## config.mk

```make
export PLATFORM = sky130hd
export DESIGN_NAME = mpsq_seq
export DESIGN_NICKNAME = d
export VERILOG_FILES = /design/src/rtl/mpsq_pkg.sv /design/src/rtl/mpsq_seq.sv
export SDC_FILE = /design/constraint.sdc
export NUM_CORES = 2
export LEC_CHECK = 0
export BUFFER_PORTS_ARGS = -buffer_cell sky130_fd_sc_hd__buf_2
export CAP_MARGIN = 40
export CORE_ASPECT_RATIO = 1.25
export CORE_MARGIN = 3
export CORE_UTILIZATION = 45
export CTS_BUF_LIST = sky130_fd_sc_hd__clkbuf_4 sky130_fd_sc_hd__clkbuf_8
export DETAILED_ROUTE_END_ITERATION = 7
export PLACE_DENSITY = 0.65
export SLEW_MARGIN = 20
export SYNTH_ARGS = -nofsm -noshare
export SYNTH_HDL_FRONTEND = slang
export SYNTH_SLANG_ARGS = --single-unit
```

## constraint.sdc

```tcl
create_clock -name i_clk -period 12.7 [get_ports i_clk]
set_clock_uncertainty 0.05 [all_clocks]
set_input_delay 0 -clock i_clk [delete_from_list [all_inputs] [get_ports i_clk]]
set_output_delay 0 -clock i_clk [all_outputs]
set_load 0.05 [all_outputs]
```

## src/rtl/mpsq_pkg.sv

```systemverilog
package mpsq_pkg;

    localparam int MAX_DIM    = 8;
    localparam int ELEM_WIDTH = 32;
    localparam int CELLS      = MAX_DIM * MAX_DIM;
    localparam int AW         = $clog2(CELLS);
    localparam int IW         = (MAX_DIM > 1) ? $clog2(MAX_DIM) : 1;
    localparam int DW         = $clog2(MAX_DIM + 1);
    localparam int PW         = AW + 1;
    localparam int EXP_W      = 31;
    localparam int CFG_W      = 4;
    localparam logic [CFG_W-1:0] DIM_RESET = CFG_W'(4);

    typedef enum logic [3:0] {
        S_LOAD, S_INIT, S_CHECK, S_MUL, S_MDRAIN,
        S_COPY, S_CPDRAIN, S_OUT_RD, S_OUT_LD, S_OUT_WAIT
    } t_state;

    typedef enum logic {M_MUL, M_SQ} t_mode;

    // memory port requests from the sequencer
    typedef struct packed {
        logic                  base_we;
        logic [AW-1:0]         base_waddr;
        logic [ELEM_WIDTH-1:0] base_wdata;
        logic [AW-1:0]         base_ra0;
        logic [AW-1:0]         base_ra1;
        logic                  acc_we;
        logic [AW-1:0]         acc_waddr;
        logic [ELEM_WIDTH-1:0] acc_wdata;
        logic [AW-1:0]         acc_ra;
        logic                  scr_we;
        logic [AW-1:0]         scr_waddr;
        logic [ELEM_WIDTH-1:0] scr_wdata;
        logic [AW-1:0]         scr_ra;
    } t_mem_req;

    // registered read data
    typedef struct packed {
        logic [ELEM_WIDTH-1:0] base_rd0;
        logic [ELEM_WIDTH-1:0] base_rd1;
        logic [ELEM_WIDTH-1:0] acc_rd;
        logic [ELEM_WIDTH-1:0] scr_rd;
    } t_mem_rsp;

    // tag that follows one multiply-accumulate down the pipe
    typedef struct packed {
        logic          v;
        logic          first;
        logic          last;
        logic [AW-1:0] dest;
    } t_mac_tag;

    // row-major address with stride n
    function automatic logic [AW-1:0] cell_addr(input logic [IW-1:0] row,
                                                 input logic [IW-1:0] col,
                                                 input logic [DW-1:0] n);
        logic [PW+DW-1:0] t;
        t = (PW+DW)'(row) * (PW+DW)'(n) + (PW+DW)'(col);
        return t[AW-1:0];
    endfunction

endpackage

```

## src/rtl/mpsq_seq.sv

```systemverilog
module mpsq_seq import mpsq_pkg::*; (
    input  logic                         i_clk,
    input  logic                         i_rst_n,
    input  logic                         i_cfg_we,
    input  logic [CFG_W-1:0]             i_cfg_wdata,
    input  logic                         i_valid,
    output logic                         o_ready,
    input  logic signed [ELEM_WIDTH-1:0] i_element_value,
    input  logic [EXP_W-1:0]             i_exponent,
    input  logic                         i_last_element,
    output logic                         o_valid,
    input  logic                         i_ready,
    output logic signed [ELEM_WIDTH-1:0] o_result_value,
    output logic                         o_last_result,
    output t_mem_req                     o_req,
    input  t_mem_rsp                     i_rsp
);

    t_state                r_state, n_state;
    t_mode                 r_mode, n_mode;
    logic [CFG_W-1:0]      r_dim;
    logic [PW-1:0]         r_pos, n_pos;
    logic [EXP_W-1:0]      r_exp, n_exp;
    logic [IW-1:0]         r_i, n_i, r_j, n_j, r_k, n_k;
    t_mac_tag              r_p1, n_p1, r_p2;
    logic [ELEM_WIDTH-1:0] r_prod, r_sum, mac_sum;
    logic [2*ELEM_WIDTH-1:0] full_prod;
    logic                  r_cp_v, n_cp_v;
    logic [AW-1:0]         r_cp_addr, n_cp_addr;
    logic                  r_ovalid, n_ovalid;
    logic [ELEM_WIDTH-1:0] r_oval;
    logic                  r_olast;
    logic [DW-1:0]         dim_n;
    logic [IW-1:0]         nm1;
    logic [PW+DW-1:0]      cells;
    logic                  j_end, i_end, k_end;

    // active dimension: 0 acts as 1, above MAX_DIM clamps
    always_comb begin
        if (r_dim == '0) begin
            dim_n = DW'(1);
        end else if (32'(r_dim) > MAX_DIM) begin
            dim_n = DW'(MAX_DIM);
        end else begin
            dim_n = DW'(r_dim);
        end
        nm1   = IW'(dim_n - DW'(1));
        cells = (PW+DW)'(dim_n) * (PW+DW)'(dim_n);
        i_end = (r_i == nm1);
        j_end = (r_j == nm1);
        k_end = (r_k == nm1);
    end

    // config register
    always_ff @(posedge i_clk) begin
        if (!i_rst_n) begin
            r_dim <= DIM_RESET;
        end else if (i_cfg_we) begin
            r_dim <= i_cfg_wdata;
        end
    end

    // state and control registers
    always_ff @(posedge i_clk) begin
        if (!i_rst_n) begin
            r_state  <= S_LOAD;
            r_mode   <= M_MUL;
            r_pos    <= '0;
            r_exp    <= '0;
            r_i      <= '0;
            r_j      <= '0;
            r_k      <= '0;
            r_p1     <= '0;
            r_p2     <= '0;
            r_cp_v   <= 1'b0;
            r_ovalid <= 1'b0;
        end else begin
            r_state  <= n_state;
            r_mode   <= n_mode;
            r_pos    <= n_pos;
            r_exp    <= n_exp;
            r_i      <= n_i;
            r_j      <= n_j;
            r_k      <= n_k;
            r_p1     <= n_p1;
            r_p2     <= r_p1;
            r_cp_v   <= n_cp_v;
            r_ovalid <= n_ovalid;
        end
    end

    // MAC datapath: operand regs in memory, product, then accumulate
    assign full_prod = (2*ELEM_WIDTH)'((r_mode == M_SQ) ? i_rsp.base_rd0 : i_rsp.acc_rd)
                     * (2*ELEM_WIDTH)'(i_rsp.base_rd1);
    assign mac_sum   = (r_p2.first ? '0 : r_sum) + r_prod;

    always_ff @(posedge i_clk) begin
        r_cp_addr <= n_cp_addr;
        if (r_p1.v) begin
            r_prod <= full_prod[ELEM_WIDTH-1:0];
        end
        if (r_p2.v) begin
            r_sum <= mac_sum;
        end
        if (r_state == S_OUT_LD) begin
            r_oval  <= i_rsp.acc_rd;
            r_olast <= i_end && j_end;
        end
    end

    // next state, counters and memory requests
    always_comb begin
        n_state   = r_state;
        n_mode    = r_mode;
        n_pos     = r_pos;
        n_exp     = r_exp;
        n_i       = r_i;
        n_j       = r_j;
        n_k       = r_k;
        n_p1      = '0;
        n_cp_v    = 1'b0;
        n_cp_addr = r_cp_addr;
        n_ovalid  = r_ovalid;
        o_ready   = 1'b0;
        o_req     = '0;

        o_req.scr_we    = r_p2.v && r_p2.last;
        o_req.scr_waddr = r_p2.dest;
        o_req.scr_wdata = mac_sum;

        unique case (r_state)
            S_LOAD: begin
                o_ready = 1'b1;
                if (i_valid) begin
                    o_req.base_we    = ((PW+DW)'(r_pos) < cells);
                    o_req.base_waddr = r_pos[AW-1:0];
                    o_req.base_wdata = i_element_value;
                    if (r_pos != PW'(CELLS)) begin
                        n_pos = r_pos + PW'(1);
                    end
                    if (i_last_element) begin
                        n_pos   = '0;
                        n_exp   = i_exponent;
                        n_i     = '0;
                        n_j     = '0;
                        n_state = S_INIT;
                    end
                end
            end
            // identity into the accumulated matrix
            S_INIT: begin
                o_req.acc_we    = 1'b1;
                o_req.acc_waddr = cell_addr(r_i, r_j, dim_n);
                o_req.acc_wdata = (r_i == r_j) ? ELEM_WIDTH'(1) : '0;
                n_j = j_end ? '0 : r_j + IW'(1);
                if (j_end) begin
                    n_i = i_end ? '0 : r_i + IW'(1);
                    if (i_end) begin
                        n_state = S_CHECK;
                    end
                end
            end
            S_CHECK: begin
                n_i = '0;
                n_j = '0;
                n_k = '0;
                if (r_exp == '0) begin
                    n_state = S_OUT_RD;
                end else begin
                    n_mode  = r_exp[0] ? M_MUL : M_SQ;
                    n_state = S_MUL;
                end
            end
            // issue one multiply-accumulate per cycle, k innermost
            S_MUL: begin
                o_req.base_ra0 = cell_addr(r_i, r_k, dim_n);
                o_req.acc_ra   = cell_addr(r_i, r_k, dim_n);
                o_req.base_ra1 = cell_addr(r_k, r_j, dim_n);
                n_p1.v     = 1'b1;
                n_p1.first = (r_k == '0);
                n_p1.last  = k_end;
                n_p1.dest  = cell_addr(r_i, r_j, dim_n);
                n_k = k_end ? '0 : r_k + IW'(1);
                if (k_end) begin
                    n_j = j_end ? '0 : r_j + IW'(1);
                    if (j_end) begin
                        n_i = i_end ? '0 : r_i + IW'(1);
                        if (i_end) begin
                            n_state = S_MDRAIN;
                        end
                    end
                end
            end
            S_MDRAIN: begin
                if (!r_p1.v && !r_p2.v) begin
                    n_state = S_COPY;
                end
            end
            // scratch back into its target, written in the cycle after the read
            S_COPY: begin
                o_req.scr_ra = cell_addr(r_i, r_j, dim_n);
                n_cp_v    = 1'b1;
                n_cp_addr = cell_addr(r_i, r_j, dim_n);
                n_j = j_end ? '0 : r_j + IW'(1);
                if (j_end) begin
                    n_i = i_end ? '0 : r_i + IW'(1);
                    if (i_end) begin
                        n_state = S_CPDRAIN;
                    end
                end
            end
            S_CPDRAIN: begin
                n_i = '0;
                n_j = '0;
                n_k = '0;
                if (r_mode == M_MUL) begin
                    n_mode  = M_SQ;
                    n_state = S_MUL;
                end else begin
                    n_exp   = r_exp >> 1;
                    n_state = S_CHECK;
                end
            end
            S_OUT_RD: begin
                o_req.acc_ra = cell_addr(r_i, r_j, dim_n);
                n_state = S_OUT_LD;
            end
            S_OUT_LD: begin
                n_ovalid = 1'b1;
                n_state  = S_OUT_WAIT;
            end
            S_OUT_WAIT: begin
                if (i_ready) begin
                    n_ovalid = 1'b0;
                    n_j = j_end ? '0 : r_j + IW'(1);
                    if (j_end) begin
                        n_i = i_end ? '0 : r_i + IW'(1);
                    end
                    n_state = (i_end && j_end) ? S_LOAD : S_OUT_RD;
                end
            end
            default: n_state = S_LOAD;
        endcase

        // copy write lands in accumulated or base matrix
        if (r_cp_v) begin
            if (r_mode == M_MUL) begin
                o_req.acc_we    = 1'b1;
                o_req.acc_waddr = r_cp_addr;
                o_req.acc_wdata = i_rsp.scr_rd;
            end else begin
                o_req.base_we    = 1'b1;
                o_req.base_waddr = r_cp_addr;
                o_req.base_wdata = i_rsp.scr_rd;
            end
        end
    end

    assign o_valid        = r_ovalid;
    assign o_result_value = r_oval;
    assign o_last_result  = r_olast;

    // scratch is written only by the product pipe
    a_scr_wr_in_mul: assert property (@(posedge i_clk) disable iff (!i_rst_n)
        r_p2.v |-> (r_state == S_MUL || r_state == S_MDRAIN))
        else $error("scratch write outside multiply");

    // no input request while a result is offered
    a_no_overlap: assert property (@(posedge i_clk) disable iff (!i_rst_n)
        !(o_valid && o_ready))
        else $error("input ready while result pending");

    // exponent shifts by one bit after each square
    a_exp_shift: assert property (@(posedge i_clk) disable iff (!i_rst_n)
        (r_state == S_CPDRAIN && r_mode == M_SQ) |=> (r_exp == ($past(r_exp) >> 1)))
        else $error("exponent step wrong");

endmodule

```

==> impl_results.rst <==
.. list-table::
   :header-rows: 1

   * - Metric
     - Value
   * - Combined area of all synthesized cells
     - 0.0266 sq mm
   * - Number of fill cells
     - 5424
   * - Global placement routability congestion
     - 0.916
   * - Cell type contributing the most total cell area after synthesis
     - fa_1
   * - Max Clk Rate
     - 119 MHz
   * - Row count
     - 99
   * - Count of mapped cells out of synthesis
     - 2847
   * - Sinks on Clock Net
     - 179
   * - Yosys warnings
     - 0
   * - Transition at the pin with the smallest max-transition slack
     - 0.793 ns
   * - Aggregate global-route resource usage
     - 25.6%
   * - Synthesized area per cell
     - 9.36 sq um
   * - Pre-CTS WS
     - 4.38 ns
   * - Total congestion overflow
     - 0
   * - Mean routed wirelength per cell
     - 19.6 um
   * - Terminating pin of the worst hold path
     - r_prod[0]
   * - Data arrival at the endpoint of the critical path
     - 8.62 ns
   * - Register bit total from synthesis
     - 179
   * - Number of detailed-route iterations in the first pass
     - 6
   * - Sequential cell area fraction in the yosys report
     - 17.3%
   * - IO buf count
     - 376
   * - EDFF count, synth
     - 103
   * - Area taken by flip-flops and latches
     - 0.00462 sq mm
   * - Remaining antenna violation count
     - 0
   * - Fraction of layout instances using a drive strength above 1
     - 15.0%
   * - FFs w/ async S/R, synth
     - 0%
   * - Global-route wire length before repair
     - 125000 um
   * - Die X-Extent
     - 224 um
   * - Initial cell density of the core
     - 45.6%
   * - Top FF cell, synth
     - edfxtp_1
   * - CP Class
     - flip-flop to flip-flop
   * - Clock period minus worst slack
     - 8.37 ns
   * - Number of nets in the final layout
     - 4021
   * - Pin count of the biggest net entering global routing
     - 64
   * - Fin crit share
     - 65.9%
   * - Most frequent cell on the critical path
     - fa_1
   * - Status
     - finished clean
   * - Worst hold slack
     - 0.107 ns
   * - Count of buffers added by post-CTS timing repair for setup
     - 0
   * - Clock tree from TritonCTS
     - done
   * - Root Buffer
     - clkbuf_8
   * - WP data required
     - 12.95 ns
   * - Number of global-route vias before repair
     - 22.5k
   * - Number of cells on the worst hold path
     - 2
   * - Number of buffers between clock root and the deepest sink
     - 2
   * - Die span in y
     - 278 um
   * - Post-route worst setup slack
     - 4.33 ns
   * - Total die area
     - 0.0622 sq mm
   * - CP endpoint kind
     - flip-flop
   * - Cell with the largest stage delay on the worst path
     - dfxtp_2
   * - Final Hold Viols
     - 0
   * - Area delta synth->final
     - 14.1%
   * - # Max-Cap Violations
     - 0
   * - Clock buffers created by TritonCTS
     - 17
   * - Final Non-Filler Cells
     - 3984
   * - Startpoint Class
     - flip-flop
   * - Total nets after synthesis
     - 3659
   * - Max Slew Vio Count
     - 0
   * - Synth top area share
     - 31.5%
   * - Total of endpoints with negative setup slack in the final report
     - 0
   * - Crit-path max FO
     - 21
   * - Core region area
     - 0.0585 sq mm
   * - Synth cell count leaders
     - inv_1 (425), fa_1 (419), nand2_1 (398)
   * - Total Negative Setup Slacks
     - 0 ns
   * - Count of cells along the worst register-to-register path
     - 25
   * - Cell types with the largest area share after synthesis
     - fa_1 (31%), edfxtp_1 (12%), ha_1 (9.0%)
   * - Iteration-0 DRC Markers
     - 1204
   * - RSZ-0062 raised after global routing
     - false
   * - Beginning of the worst register-to-register path
     - r_mode
   * - DR vias
     - 21.0k
   * - Antenna violations before repair
     - 11
   * - Drc violations
     - 0
   * - Max-Slew Margin vs Limit
     - 46.6%
   * - Area of the multi-input gates
     - 0.0198 sq mm
   * - Number of top-level pins
     - 377
   * - Worst skew pair latency
     - 0.58 ns
   * - # resized after CTS
     - 0
   * - Total Routed Length
     - 78100 um
   * - DR vias/cell
     - 5.26
   * - Clock transition at the registers of the reported paths
     - 0.12 ns
   * - Detail Placement HPWL
     - 63300 um
   * - Hold_sp
     - i_rsp[64]
   * - Setup slack of the most critical reg-to-reg path
     - 4.33 ns
   * - Cell Count Post-Placement
     - 3852
   * - Endpoint of the lowest-slack register-to-register path
     - r_prod[31]
   * - Number of distinct standard cells referenced by the synthesized netlist
     - 76
   * - # H-tree levels
     - 4
   * - Tightest Hold Check Type
     - primary input to flip-flop
   * - Most frequent cell after synthesis
     - inv_1
   * - Delay contributed by the slowest stage of the critical path
     - 0.73 ns
## how the worst max path moves through the flow
| stage | endpoint | slack, ns | start | cells past startpoint |
|---|---|---|---|---|
| 2_1_floorplan | r_prod[31] | 5.44 | r_mode | 27 |
| 3_3_place_gp | r_prod[31] | 4.54 | r_mode | 25 |
| 3_5_place_dp | r_prod[31] | 4.38 | r_mode | 25 |
| 4_1_cts | r_prod[31] | 4.36 | r_mode | 25 |
| 5_1_grt | r_prod[31] | 3.92 | r_mode | 25 |
| 6_report | r_prod[31] | 4.33 | r_mode | 25 |
## placed cells by master (no fill, tap or decap), types with 5 or more instances in the layout
master and n:
nor2b_1 54, nand2_1 397, nor2_1 72, nor3_1 14
dlygate4sd3_1 93, nand2b_1 11, a21o_1 35, mux2_2 12
buf_4 12, o21a_1 11, nor4_1 11, xnor2_1 96
ha_1 192, xor2_1 44, a31oi_1 5, o211a_1 30
nand3_1 55, a211oi_1 8, fa_1 419, a21oi_1 70
inv_1 425, o21ai_0 47, nand4_1 8, buf_2 376
mux2_4 18, and2_1 366, mux2i_1 36, clkbuf_8 18
dfxtp_1 74, and3_1 9, diode_2 5, edfxtp_1 103
o21bai_1 6
## final cells by class
type,instances,area share (%)
Clock buffer,18,0.815
Sequential cell,179,15.2
Multi-Input combinational cell,2100,65.3
Clock inverter,14,0.449
Antenna cell,5,0.0412
Tap cell,757,3.12
Timing Repair Buffer,486,9.83
Inverter,425,5.25
## what timing repair did
action,in CTS,in global routing
setup endpoints to repair,0,0
endpoints found under the hold margin,72,0
hold buffers,93,0
## sequential cells by signal (all words and copies together), names as in the netlist, 3 cells and up
register        flops
o_req               6
r_exp              31
r_pos               7
r_dim               4
r_k                 3
o_result_value     32
r_p1                9
r_sum              32
r_cp_addr           6
r_prod             32
r_j                 3
r_p2                3
r_i                 3
r_state             4
## critical path: cells and delay by family (launching register included)
| family | cells | cell delay (ns) |
|---|---|---|
| AOI/OAI and AO/OA | 7 | 1.27 |
| xor gates and xnor gates | 1 | 0.08 |
| adders and majority gates | 9 | 4.30 |
| buffers and inverters | 5 | 0.69 |
| and+or+nand+nor | 2 | 0.40 |
| DFF | 1 | 0.73 |
| muxes | 1 | 0.56 |
## per-stage QoR
stage               util (%)  instance area, sq um
floorplan                  -                 26600
detailed placement      49.7                 29100
finish                  52.0                 30400
CTS                     51.9                 30400
global route            52.0                 30400
global placement        49.6                 29000
## cells by family (layout without fill, tap and decap cells)
logic type	count (synthesis)	after routing	share of synthesized area, %
AOI/OAI and AO/OA	258	258	6.77
xor gates and xnor gates	145	145	4.95
adders and majority gates	611	611	40.5
buffers and inverters	568	943	8.26
DFF	179	179	17.3
muxes	67	67	2.92
other	1	6	0.0141
and+or+nand+nor	1018	1018	19.3
## layer usage
layer	vias up	share of wire, %	GRT usage, %
met5	-	0.096	0
met4	10	1.9	6.66
met3	98	5.4	4.30
met2	619	51	45.4
met1	10600	41	32.5
li1	9599	-	-
Power is not shown: default switching activity piles up to over one toggle a cycle in this logic, so the estimate is an artifact.
